`config.mk`:
```
export PLATFORM = sky130hd
export DESIGN_NAME = two_channel_pulse_tone_drum_synth
export DESIGN_NICKNAME = d
export VERILOG_FILES = /design/src/hw/rtl/ptds_pkg.sv /design/src/hw/rtl/ptds_div.sv /design/src/hw/rtl/ptds_ctrl.sv /design/src/hw/rtl/ptds_dp.sv /design/src/hw/rtl/two_channel_pulse_tone_drum_synth.sv
export SDC_FILE = /design/constraint.sdc
export NUM_CORES = 1
export LEC_CHECK = 0
export BUFFER_PORTS_ARGS = -buffer_cell sky130_fd_sc_hd__buf_2
export CAP_MARGIN = 20
export CORE_MARGIN = 3
export CORE_UTILIZATION = 53
export CTS_CLUSTER_DIAMETER = 100
export DETAILED_ROUTE_END_ITERATION = 7
export PLACE_DENSITY = 0.81
export SETUP_SLACK_MARGIN = 0.2
export SYNTH_ARGS = -nofsm -noshare
export SYNTH_HDL_FRONTEND = slang
export SYNTH_SLANG_ARGS = --single-unit
```
`constraint.sdc`:
```
create_clock -name clk_i -period 12.2 [get_ports clk_i]
set_clock_uncertainty 0.1 [all_clocks]
set_input_delay 1.22 -clock clk_i [delete_from_list [all_inputs] [get_ports clk_i]]
set_output_delay 1.22 -clock clk_i [all_outputs]
set_load 0.02 [all_outputs]
```
`src/hw/rtl/ptds_pkg.sv`:
```
package ptds_pkg;

  // field widths of the stream items
  localparam int unsigned FieldWidth  = 12;
  localparam int unsigned StepWidth   = 16;
  localparam int unsigned TempoWidth  = 14;
  localparam int unsigned SlideWidth  = 5;
  localparam int unsigned TableSteps  = 16;
  localparam int unsigned InDataWidth = 48;
  localparam int unsigned OutDataWidth = 8;

  localparam logic [StepWidth-1:0]  WidthReset = 16'h8000;
  localparam logic [TempoWidth-1:0] TempoReset = 14'd2756;
  localparam logic [15:0]           TempoScale = 16'd44100;

  // effect selectors (bits above the parameter nibble)
  localparam logic [7:0] FxWidthOne = 8'd1;
  localparam logic [7:0] FxWidthTwo = 8'd2;
  localparam logic [7:0] FxSlideUp  = 8'd3;
  localparam logic [7:0] FxSlideDn  = 8'd4;
  localparam logic [7:0] FxTempo    = 8'd15;

  // input command codes
  localparam logic CmdLoad = 1'b0;
  localparam logic CmdTick = 1'b1;

  typedef enum logic [1:0] {
    PH_IDLE,
    PH_DRUM,
    PH_TONE
  } play_phase_e;

  typedef enum logic [1:0] {
    ST_READY,
    ST_DIV_ONE,
    ST_DIV_TWO
  } ctrl_state_e;

  // controller to datapath
  typedef struct packed {
    logic capture;
    logic tick;
    logic start_div;
    logic div_sel;
    logic store_one;
    logic apply;
  } ptds_cmd_t;

  // datapath to controller
  typedef struct packed {
    logic div_done;
    logic out_free;
  } ptds_sts_t;

  // click-drum durations, one row per pattern
  localparam logic [3:0] DrumTable [4][TableSteps] = '{
    '{4'd4, 4'd2, 4'd3, 4'd2, 4'd4, 4'd1, 4'd10, 4'd1,
      4'd4, 4'd2, 4'd3, 4'd8, 4'd2, 4'd2, 4'd3,  4'd0},
    '{4'd3, 4'd3, 4'd3, 4'd3, 4'd3, 4'd3, 4'd3,  4'd3,
      4'd4, 4'd4, 4'd4, 4'd4, 4'd3, 4'd4, 4'd4,  4'd0},
    '{4'd2, 4'd1, 4'd2, 4'd1, 4'd2, 4'd1, 4'd1,  4'd1,
      4'd2, 4'd1, 4'd2, 4'd2, 4'd1, 4'd1, 4'd1,  4'd0},
    '{4'd5, 4'd1, 4'd5, 4'd2, 4'd5, 4'd1, 4'd5,  4'd1,
      4'd5, 4'd1, 4'd5, 4'd1, 4'd5, 4'd3, 4'd5,  4'd0}
  };

  // pulse width for parameter p: 0x8000 * p / 15
  function automatic logic [StepWidth-1:0] width_for(input logic [3:0] p);
    logic [StepWidth-1:0] w;
    begin
      case (p)
        4'd0:    w = 16'd0;
        4'd1:    w = 16'd2184;
        4'd2:    w = 16'd4369;
        4'd3:    w = 16'd6553;
        4'd4:    w = 16'd8738;
        4'd5:    w = 16'd10922;
        4'd6:    w = 16'd13107;
        4'd7:    w = 16'd15291;
        4'd8:    w = 16'd17476;
        4'd9:    w = 16'd19660;
        4'd10:   w = 16'd21845;
        4'd11:   w = 16'd24029;
        4'd12:   w = 16'd26214;
        4'd13:   w = 16'd28398;
        4'd14:   w = 16'd30583;
        default: w = 16'd32768;
      endcase
      return w;
    end
  endfunction

endpackage

```
`src/hw/rtl/ptds_div.sv`:
```
module ptds_div import ptds_pkg::*; (
  input  logic                  clk_i,
  input  logic                  rst_ni,
  input  logic                  start_i,
  input  logic [FieldWidth-1:0] divisor_i,
  output logic                  done_o,
  output logic [StepWidth-1:0]  quotient_o
);

  localparam int unsigned CntWidth = $clog2(StepWidth + 1);

  logic                  busy_q, busy_d;
  logic                  done_q, done_d;
  logic [CntWidth-1:0]   cnt_q, cnt_d;
  logic [FieldWidth-1:0] rem_q, rem_d;
  logic [StepWidth-1:0]  quo_q, quo_d;
  logic [FieldWidth:0]   trial;
  logic [FieldWidth:0]   diff;

  // one quotient bit per cycle, dividend is all ones
  always_comb begin
    trial  = {rem_q, 1'b1};
    diff   = trial - {1'b0, divisor_i};
    busy_d = busy_q;
    done_d = 1'b0;
    cnt_d  = cnt_q;
    rem_d  = rem_q;
    quo_d  = quo_q;
    if (start_i) begin
      busy_d = 1'b1;
      cnt_d  = CntWidth'(StepWidth);
      rem_d  = '0;
      quo_d  = '0;
    end else if (busy_q) begin
      if (trial >= {1'b0, divisor_i}) begin
        rem_d = diff[FieldWidth-1:0];
        quo_d = {quo_q[StepWidth-2:0], 1'b1};
      end else begin
        rem_d = trial[FieldWidth-1:0];
        quo_d = {quo_q[StepWidth-2:0], 1'b0};
      end
      cnt_d = cnt_q - CntWidth'(1);
      if (cnt_q == CntWidth'(1)) begin
        busy_d = 1'b0;
        done_d = 1'b1;
      end
    end
  end

  always_ff @(posedge clk_i or negedge rst_ni) begin
    if (!rst_ni) begin
      busy_q <= 1'b0;
      done_q <= 1'b0;
      cnt_q  <= '0;
    end else begin
      busy_q <= busy_d;
      done_q <= done_d;
      cnt_q  <= cnt_d;
    end
  end

  always_ff @(posedge clk_i) begin
    rem_q <= rem_d;
    quo_q <= quo_d;
  end

  assign done_o     = done_q;
  assign quotient_o = quo_q;

endmodule

```
`src/hw/rtl/ptds_ctrl.sv`:
```
module ptds_ctrl import ptds_pkg::*; (
  input  logic      clk_i,
  input  logic      rst_ni,
  input  logic      in_valid_i,
  input  logic      in_command_i,
  output logic      in_ready_o,
  input  ptds_sts_t sts_i,
  output ptds_cmd_t cmd_o
);

  ctrl_state_e state_q, state_d;
  logic        accept;

  // state register
  always_ff @(posedge clk_i or negedge rst_ni) begin
    if (!rst_ni) begin
      state_q <= ST_READY;
    end else begin
      state_q <= state_d;
    end
  end

  // next state and commands
  always_comb begin
    state_d    = state_q;
    cmd_o      = '0;
    in_ready_o = 1'b0;
    accept     = 1'b0;
    unique case (state_q)
      ST_READY: begin
        in_ready_o = sts_i.out_free;
        accept     = in_valid_i && sts_i.out_free;
        if (accept) begin
          if (in_command_i == CmdTick) begin
            cmd_o.tick = 1'b1;
          end else begin
            cmd_o.capture = 1'b1;
            state_d       = ST_DIV_ONE;
          end
        end
      end
      ST_DIV_ONE: begin
        if (sts_i.div_done) begin
          cmd_o.store_one = 1'b1;
          cmd_o.start_div = 1'b1;
          cmd_o.div_sel   = 1'b1;
          state_d         = ST_DIV_TWO;
        end
      end
      ST_DIV_TWO: begin
        cmd_o.div_sel = 1'b1;
        if (sts_i.div_done) begin
          cmd_o.apply = 1'b1;
          state_d     = ST_READY;
        end
      end
      default: begin
        state_d = ST_READY;
      end
    endcase
  end

endmodule

```
`src/hw/rtl/ptds_dp.sv`:
```
module ptds_dp import ptds_pkg::*; #(
  parameter int unsigned PERIOD_WIDTH = 12,
  parameter int unsigned DRUM_STEPS   = 16
) (
  input  logic                  clk_i,
  input  logic                  rst_ni,
  input  ptds_cmd_t             cmd_i,
  output ptds_sts_t             sts_o,
  input  logic [FieldWidth-1:0] note1_period_i,
  input  logic [FieldWidth-1:0] note2_period_i,
  input  logic [FieldWidth-1:0] drum_number_i,
  input  logic [FieldWidth-1:0] effect_code_i,
  input  logic                  out_ready_i,
  output logic                  out_valid_o,
  output logic                  sample_o,
  output logic                  row_last_o,
  output logic                  idle_o
);

  localparam int unsigned PeriodBits = (PERIOD_WIDTH < FieldWidth) ? PERIOD_WIDTH : FieldWidth;
  localparam logic [FieldWidth-1:0] PeriodMask = FieldWidth'((1 << PeriodBits) - 1);
  localparam logic [5:0] LastPos = 6'(DRUM_STEPS - 1);
  localparam logic [5:0] StepLimit = 6'(DRUM_STEPS);

  // captured row
  logic [FieldWidth-1:0] p1_q, p2_q, drum_q, fx_q;
  logic [StepWidth-1:0]  q1_q;

  // player state
  logic [TempoWidth-1:0] tempo_q, tempo_d;
  logic [StepWidth-1:0]  width1_q, width1_d, width2_q, width2_d;
  logic [StepWidth-1:0]  phase1_q, phase1_d, phase2_q, phase2_d;
  logic [StepWidth-1:0]  step1_q, step1_d, step2_q, step2_d;
  logic [SlideWidth-1:0] slide_q, slide_d;
  logic                  second_q, second_d;
  logic [1:0]            pat_q, pat_d;
  logic [3:0]            pos_q, pos_d;
  logic [5:0]            cd_q, cd_d;
  play_phase_e           phase_q, phase_d;
  logic [TempoWidth-1:0] remain_q, remain_d;
  logic                  half_q, half_d;

  // output register
  logic out_valid_q, out_valid_d;
  logic sample_q, sample_d, last_q, last_d, idle_q, idle_d;

  logic [StepWidth-1:0]  quotient;
  logic                  div_done;
  logic [FieldWidth-1:0] divisor;
  logic [7:0]            fx_sel;
  logic [3:0]            fx_par;
  logic [19:0]           tempo_prod;
  logic [1:0]            new_pat;
  logic [5:0]            cd_dec;
  logic [3:0]            pos_inc;
  logic [3:0]            entry_next;
  logic [3:0]            entry_first;
  logic [StepWidth-1:0]  ph1_sum, ph2_sum;
  logic                  drum_sel;

  // shared step divider
  assign divisor = cmd_i.div_sel ? p2_q : p1_q;

  ptds_div u_div (
    .clk_i      (clk_i),
    .rst_ni     (rst_ni),
    .start_i    (cmd_i.start_div || cmd_i.capture),
    .divisor_i  (cmd_i.capture ? (note1_period_i & PeriodMask) : divisor),
    .done_o     (div_done),
    .quotient_o (quotient)
  );

  // capture the row and the first step
  always_ff @(posedge clk_i) begin
    if (cmd_i.capture) begin
      p1_q   <= note1_period_i & PeriodMask;
      p2_q   <= note2_period_i & PeriodMask;
      drum_q <= drum_number_i;
      fx_q   <= effect_code_i;
    end
    if (cmd_i.store_one) begin
      q1_q <= quotient;
    end
  end

  // row decode helpers
  assign fx_sel      = fx_q[11:4];
  assign fx_par      = fx_q[3:0];
  assign tempo_prod  = 20'(fx_par) * 20'(TempoScale);
  assign new_pat     = 2'(drum_q - FieldWidth'(1));
  assign drum_sel    = (drum_q >= FieldWidth'(1)) && (drum_q <= FieldWidth'(4));
  assign entry_first = (StepLimit > 6'd0) ? DrumTable[new_pat][0] : 4'd0;

  // drum step helpers
  assign cd_dec     = cd_q - 6'd1;
  assign pos_inc    = (cd_dec == 6'd0) ? pos_q + 4'd1 : pos_q;
  assign entry_next = ({2'b00, pos_inc} < StepLimit) ? DrumTable[pat_q][pos_inc] : 4'd0;
  assign ph1_sum    = phase1_q + step1_q;
  assign ph2_sum    = phase2_q + step2_q;

  // row load and tick update
  always_comb begin
    tempo_d     = tempo_q;
    width1_d    = width1_q;
    width2_d    = width2_q;
    phase1_d    = phase1_q;
    phase2_d    = phase2_q;
    step1_d     = step1_q;
    step2_d     = step2_q;
    slide_d     = slide_q;
    second_d    = second_q;
    pat_d       = pat_q;
    pos_d       = pos_q;
    cd_d        = cd_q;
    phase_d     = phase_q;
    remain_d    = remain_q;
    half_d      = half_q;
    out_valid_d = out_valid_q && !out_ready_i;
    sample_d    = sample_q;
    last_d      = last_q;
    idle_d      = idle_q;

    if (cmd_i.apply) begin
      step1_d  = (p1_q == '0) ? '0 : q1_q;
      step2_d  = (p2_q == '0) ? '0 : quotient;
      second_d = (p2_q != '0);
      slide_d  = '0;
      case (fx_sel)
        FxWidthOne: width1_d = width_for(fx_par);
        FxWidthTwo: width2_d = width_for(fx_par);
        FxSlideUp:  slide_d  = {1'b0, fx_par};
        FxSlideDn:  slide_d  = 5'(6'd32 - {2'b00, fx_par});
        FxTempo:    tempo_d  = tempo_prod[TempoWidth+5:6];
        default:    ;
      endcase
      remain_d = tempo_d;
      half_d   = 1'b0;
      if (drum_sel) begin
        pat_d   = new_pat;
        pos_d   = '0;
        cd_d    = {2'b00, entry_first};
        phase_d = PH_DRUM;
      end else begin
        phase_d = (tempo_d != '0) ? PH_TONE : PH_IDLE;
      end
    end

    if (cmd_i.tick) begin
      out_valid_d = 1'b1;
      sample_d    = 1'b0;
      last_d      = 1'b0;
      idle_d      = 1'b0;
      case (phase_q)
        PH_DRUM: begin
          cd_d  = (cd_dec == 6'd0) ? {entry_next, 2'b00} : cd_dec;
          pos_d = pos_inc;
          sample_d = pos_inc[0];
          if (entry_next == 4'd0 || {2'b00, pos_inc} >= LastPos) begin
            if (remain_q != '0) begin
              phase_d = PH_TONE;
            end else begin
              phase_d = PH_IDLE;
              last_d  = 1'b1;
            end
          end
        end
        PH_TONE: begin
          if (!half_q) begin
            phase1_d = ph1_sum;
            sample_d = ph1_sum > width1_q;
            step1_d  = step1_q + {{(StepWidth-SlideWidth){slide_q[SlideWidth-1]}}, slide_q};
            half_d   = 1'b1;
          end else begin
            if (second_q) begin
              phase2_d = ph2_sum;
              sample_d = ph2_sum > width2_q;
            end else begin
              sample_d = phase1_q > width1_q;
            end
            half_d   = 1'b0;
            remain_d = remain_q - TempoWidth'(1);
            if (remain_d == '0) begin
              phase_d = PH_IDLE;
              last_d  = 1'b1;
            end
          end
        end
        default: begin
          idle_d = 1'b1;
        end
      endcase
    end
  end

  // player state registers
  always_ff @(posedge clk_i or negedge rst_ni) begin
    if (!rst_ni) begin
      tempo_q     <= TempoReset;
      width1_q    <= WidthReset;
      width2_q    <= WidthReset;
      phase1_q    <= '0;
      phase2_q    <= '0;
      step1_q     <= '0;
      step2_q     <= '0;
      slide_q     <= '0;
      second_q    <= 1'b0;
      pat_q       <= '0;
      pos_q       <= '0;
      cd_q        <= '0;
      phase_q     <= PH_IDLE;
      remain_q    <= '0;
      half_q      <= 1'b0;
      out_valid_q <= 1'b0;
    end else begin
      tempo_q     <= tempo_d;
      width1_q    <= width1_d;
      width2_q    <= width2_d;
      phase1_q    <= phase1_d;
      phase2_q    <= phase2_d;
      step1_q     <= step1_d;
      step2_q     <= step2_d;
      slide_q     <= slide_d;
      second_q    <= second_d;
      pat_q       <= pat_d;
      pos_q       <= pos_d;
      cd_q        <= cd_d;
      phase_q     <= phase_d;
      remain_q    <= remain_d;
      half_q      <= half_d;
      out_valid_q <= out_valid_d;
    end
  end

  // result payload
  always_ff @(posedge clk_i) begin
    sample_q <= sample_d;
    last_q   <= last_d;
    idle_q   <= idle_d;
  end

  assign sts_o.div_done = div_done;
  assign sts_o.out_free = !out_valid_q || out_ready_i;
  assign out_valid_o    = out_valid_q;
  assign sample_o       = sample_q;
  assign row_last_o     = last_q;
  assign idle_o         = idle_q;

endmodule

```
`src/hw/rtl/two_channel_pulse_tone_drum_synth.sv`:
```
// channel   | dir | handshake              | payload
// input     | in  | s_axis_tvalid / tready | tuser: command; tdata: periods, drum, effect
// output    | out | m_axis_tvalid / tready | tdata: sample; tlast: row_last; tuser: idle
//
// a tick transfer puts its result in the output register, and the next
// item is taken while that result waits, as long as the register drains in the same cycle
// a row load runs the shared restoring step divider twice, on the note1 and then the note2
// period, and then applies the row update; no result from a load
// rst_ni clears the player to idle with tempo 2756 and both widths at half scale
// a stall on the output side holds s_axis_tready low only once the output register is full
module two_channel_pulse_tone_drum_synth import ptds_pkg::*; #(
  parameter int unsigned PERIOD_WIDTH = 12,
  parameter int unsigned DRUM_STEPS   = 16
) (
  input  logic                    clk_i,
  input  logic                    rst_ni,
  input  logic                    s_axis_tvalid,
  output logic                    s_axis_tready,
  // [11:0] note1_period, [23:12] note2_period, [35:24] drum_number, [47:36] effect_code
  input  logic [InDataWidth-1:0]  s_axis_tdata,
  // [0] command
  input  logic                    s_axis_tuser,
  output logic                    m_axis_tvalid,
  input  logic                    m_axis_tready,
  // [0] sample, [7:1] zero
  output logic [OutDataWidth-1:0] m_axis_tdata,
  // row_last
  output logic                    m_axis_tlast,
  // [0] idle
  output logic                    m_axis_tuser
);

  ptds_cmd_t cmd;
  ptds_sts_t sts;
  logic      sample;

  // handshake sequencer
  ptds_ctrl u_ctrl (
    .clk_i        (clk_i),
    .rst_ni       (rst_ni),
    .in_valid_i   (s_axis_tvalid),
    .in_command_i (s_axis_tuser),
    .in_ready_o   (s_axis_tready),
    .sts_i        (sts),
    .cmd_o        (cmd)
  );

  // player datapath
  ptds_dp #(
    .PERIOD_WIDTH (PERIOD_WIDTH),
    .DRUM_STEPS   (DRUM_STEPS)
  ) u_dp (
    .clk_i          (clk_i),
    .rst_ni         (rst_ni),
    .cmd_i          (cmd),
    .sts_o          (sts),
    .note1_period_i (s_axis_tdata[11:0]),
    .note2_period_i (s_axis_tdata[23:12]),
    .drum_number_i  (s_axis_tdata[35:24]),
    .effect_code_i  (s_axis_tdata[47:36]),
    .out_ready_i    (m_axis_tready),
    .out_valid_o    (m_axis_tvalid),
    .sample_o       (sample),
    .row_last_o     (m_axis_tlast),
    .idle_o         (m_axis_tuser)
  );

  assign m_axis_tdata = {{(OutDataWidth-1){1'b0}}, sample};

endmodule

```
==> impl_metrics.json <==
{
  "slew_viol_final": 0,
  "finalSetupViolations": 0,
  "grt_overflow": 0,
  "max-clock-path-buffers": 3,
  "cts_hold_buf": 0,
  "p_clk_frac": 0.246,
  "wl_per_cell_um": 17.7,
  "place.gp.congestion": 0.885,
  "power_leakage_nw": 7.33,
  "stdcell_count": 1849,
  "syn_avg_cell_area_sq_um": 9.83,
  "cp_num_buf_inv": 2,
  "yosysSeqAreaShare": 0.413,
  "comb_power_share": 0.409,
  "multi_input_area_sq_um": 7910,
  "diodes": 0,
  "outcome": "finished, final reports clean",
  "synth.distinct_cells": 76,
  "cp.required_ns": 12.50,
  "synth_top_cell_by_area": "dfrtp_1",
  "post_cts_resized": 0,
  "root_buffer": "clkbuf_16",
  "async_flop_share": 0.583,
  "wirelength_mm": 32.7,
  "worstPathArrival_ns": 5.37,
  "grt.total_usage": 0.226,
  "yosysWarningCount": 0,
  "dp_hpwl_mm": 23.2,
  "die_h_um": 170,
  "hp-class": "reg2reg",
  "p_seq_frac": 0.346,
  "cts_buffers": 25,
  "synth_top_area_frac": 0.221,
  "dp.cells": 1803,
  "cts_setup_buffers": 0,
  "cts_tree": "yes",
  "p_switching_mw": 1.30,
  "syn-cell-area_sq_um": 14300,
  "fin_crit_ns": 5.07,
  "maxCapViolations": 0,
  "dp_slack_ns": 7.14,
  "post-route-util": 0.601,
  "num-nets-final": 1701,
  "dr.pass1.iters": 6,
  "grt_pass1_vias": 11144,
  "crit_family": "compound AO/OA/AOI/OAI gates",
  "yosysMostFrequentCell": "ha_1",
  "fin_crit_sh": 0.416,
  "grt_pass1_wl_mm": 54.6,
  "grt_max_degree": 74,
  "cts-htree-levels": 1,
  "p_int_mw": 2.13,
  "crit_chain": "inv_1 > ha_1 > and2_1 > o21ai_1 > buf_4 > mux2i_1 > a21oi_1 > ha_1 > fa_1 > nor2b_1 > o21ai_0 > a21boi_0 > o21ai_0 > a2111oi_0 > o21ai_0 > nand2_1 > o2111ai_1 > o21ai_0 > a21oi_1",
  "irDropWorstVdd_v": 0.000183,
  "slowest_delay_ns": 0.64,
  "end_kind": "flip-flop",
  "fin_tns_setup_ns": 0,
  "cpMaxStageDelayCell": "and2_1",
  "cp-start-kind": "flip-flop",
  "synth_top_cells_by_count": "ha_1, nand2_1, dfrtp_1",
  "antenna_found_initial": 0,
  "path_class": "reg2reg",
  "fillerInstances": 2146,
  "die_x_um": 170,
  "synth_cells": 1454,
  "power_per_cell_area_nw_per_um2": 218,
  "viasPerCell": 6.05,
  "io_buffers": 57,
  "ys.flop_type": "dfrtp_1",
  "fmax_mhz": 197,
  "layout-drive-gt1-share": 0.110,
  "start_util": 0.544,
  "setup_ws_ns": 7.13,
  "clk_pin_slew_worst_paths_ns": 0.06,
  "synth_edf_count": 67,
  "seq_area_sq_um": 5910,
  "boundaryPins": 65,
  "p_sw_frac": 0.379,
  "yosys-top-cells-area": "dfrtp_1, edfxtp_1, ha_1",
  "ant_nets": 0,
  "rows": 59,
  "clkLatencyLatePin_ns": 0.53,
  "area_growth_pct": 10.4,
  "cts.sinks": 228,
  "drcViolationCount": 0,
  "worstPathMaxFanout": 19,
  "dr_total_vias": 11193,
  "rsz0062_at_grt": "no",
  "timing.critical_path.mode_cell": "o21ai_0",
  "worst_pin_slew_ns": 0.930,
  "slew_headroom": 0.380,
  "ys_seq_elements": 228,
  "finalHoldViolations": 0,
  "die-area_sq_um": 29000,
  "drtIter0Drc": 937,
  "core_sq_um": 26300
}
==> metal layers <==
layer / wire [um] / global-route usage / vias to the layer above / share of wire
li1: - / - / 5428 / -
met1: 14300 / 0.292 / 5391 / 0.44
met2: 15800 / 0.387 / 300 / 0.48
met3: 1500 / 0.0316 / 74 / 0.046
met4: 1080 / 0.0857 / 0 / 0.033
met5: 0 / 0 / - / 0
==> registers in the layout, indices dropped and copies added, names as in the netlist, 2 cells and up <==
register	cells
u_dp.drum_q	12
u_dp.phase_q	2
u_dp.u_div.rem_q	12
u_dp.slide_q	5
u_dp.phase2_q	16
u_dp.p2_q	12
u_dp.fx_q	12
u_dp.pos_q	4
u_dp.step1_q	16
u_dp.q1_q	16
u_ctrl.state_q	2
u_dp.u_div.quotient_o	16
u_dp.width2_q	5
u_dp.pat_q	2
u_dp.p1_q	12
u_dp.phase1_q	16
u_dp.remain_q	14
u_dp.cd_q	6
u_dp.u_div.cnt_q	5
u_dp.width1_q	5
u_dp.step2_q	16
u_dp.tempo_q	14
==> power by group through the flow <==
stage / Sequential (mW) / Clock, mW / Combinational, mW
3_3_place_gp: 1.19 / 0 / 1.33
2_1_floorplan: 1.10 / 0 / 1.14
6_report: 1.19 / 0.845 / 1.40
5_1_grt: 1.21 / 0.890 / 1.59
3_5_place_dp: 1.19 / 0 / 1.38
4_1_cts: 1.18 / 0.858 / 1.40
==> stage by stage <==
stage	power [mW]	hold WS [ns]	area, sq um
2_1_floorplan	2.25	0.330	14300
3_3_place_gp	2.52	0.361	14800
3_5_place_dp	2.57	0.375	14800
4_1_cts	3.44	0.386	15800
5_1_grt	3.69	0.404	15800
6_report	3.44	0.382	15800
==> worst reg2reg max path: cells and delay by family, from the launching register on <==
family	cells	cell delay [ns]
buffers and inverters	2	0.36
flip-flops	1	0.39
AND/OR/NAND/NOR	3	1.25
adder cells (fa/ha/maj)	3	0.80
multiplexers	1	0.16
AO/OA/AOI/OAI	10	1.88
==> placed cells by master (no fill, tap or decap), types with 28 or more instances in the layout <==
master and instances:
nand2_1 137, mux2i_1 54, xor2_1 28, a21o_1 28, nor2_1 107, ha_1 147, dfxtp_1 28, a21oi_1 99
xnor2_1 39, edfxtp_1 67, nor3_1 41, dfrtp_1 126, o21ai_0 90, nand3_1 28, buf_2 56, inv_1 61
==> worst paths after layout <==
check / cells after the start / slack, ns / start / to
worst min-delay path: 2 / 0.38 / u_dp.width2_q[15] / u_dp.width2_q[15]
min in group asynchronous: 1 / 0.60 / rst_ni / u_dp.remain_q[5]
worst min register to register: 2 / 0.38 / u_dp.width2_q[15] / u_dp.width2_q[15]
max in group asynchronous: 2 / 10.09 / rst_ni / u_dp.step2_q[5]
worst max register to register: 19 / 7.13 / u_ctrl.state_q[1] / u_dp.u_div.rem_q[10]
worst max-delay path: 19 / 7.13 / u_ctrl.state_q[1] / u_dp.u_div.rem_q[10]
==> cell families after synthesis <==
kind of cell    share of synthesized area
simple gates                        0.147
compound gates                      0.166
flops                               0.413
fa+ha+maj                           0.137
buf+inv                            0.0357
mux                                0.0567
xor+xnor                           0.0433
other cells                      0.000262
==> cell type report <==
type / instances / share of cell area
timing repair buffer: 68 / 0.0237
clock buffer: 30 / 0.0454
tap: 335 / 0.0265
multi-input combinational: 1110 / 0.501
inverter: 62 / 0.0147
clock inverter: 16 / 0.0144
sequential: 228 / 0.374
Power figures use the tool's default switching activity.
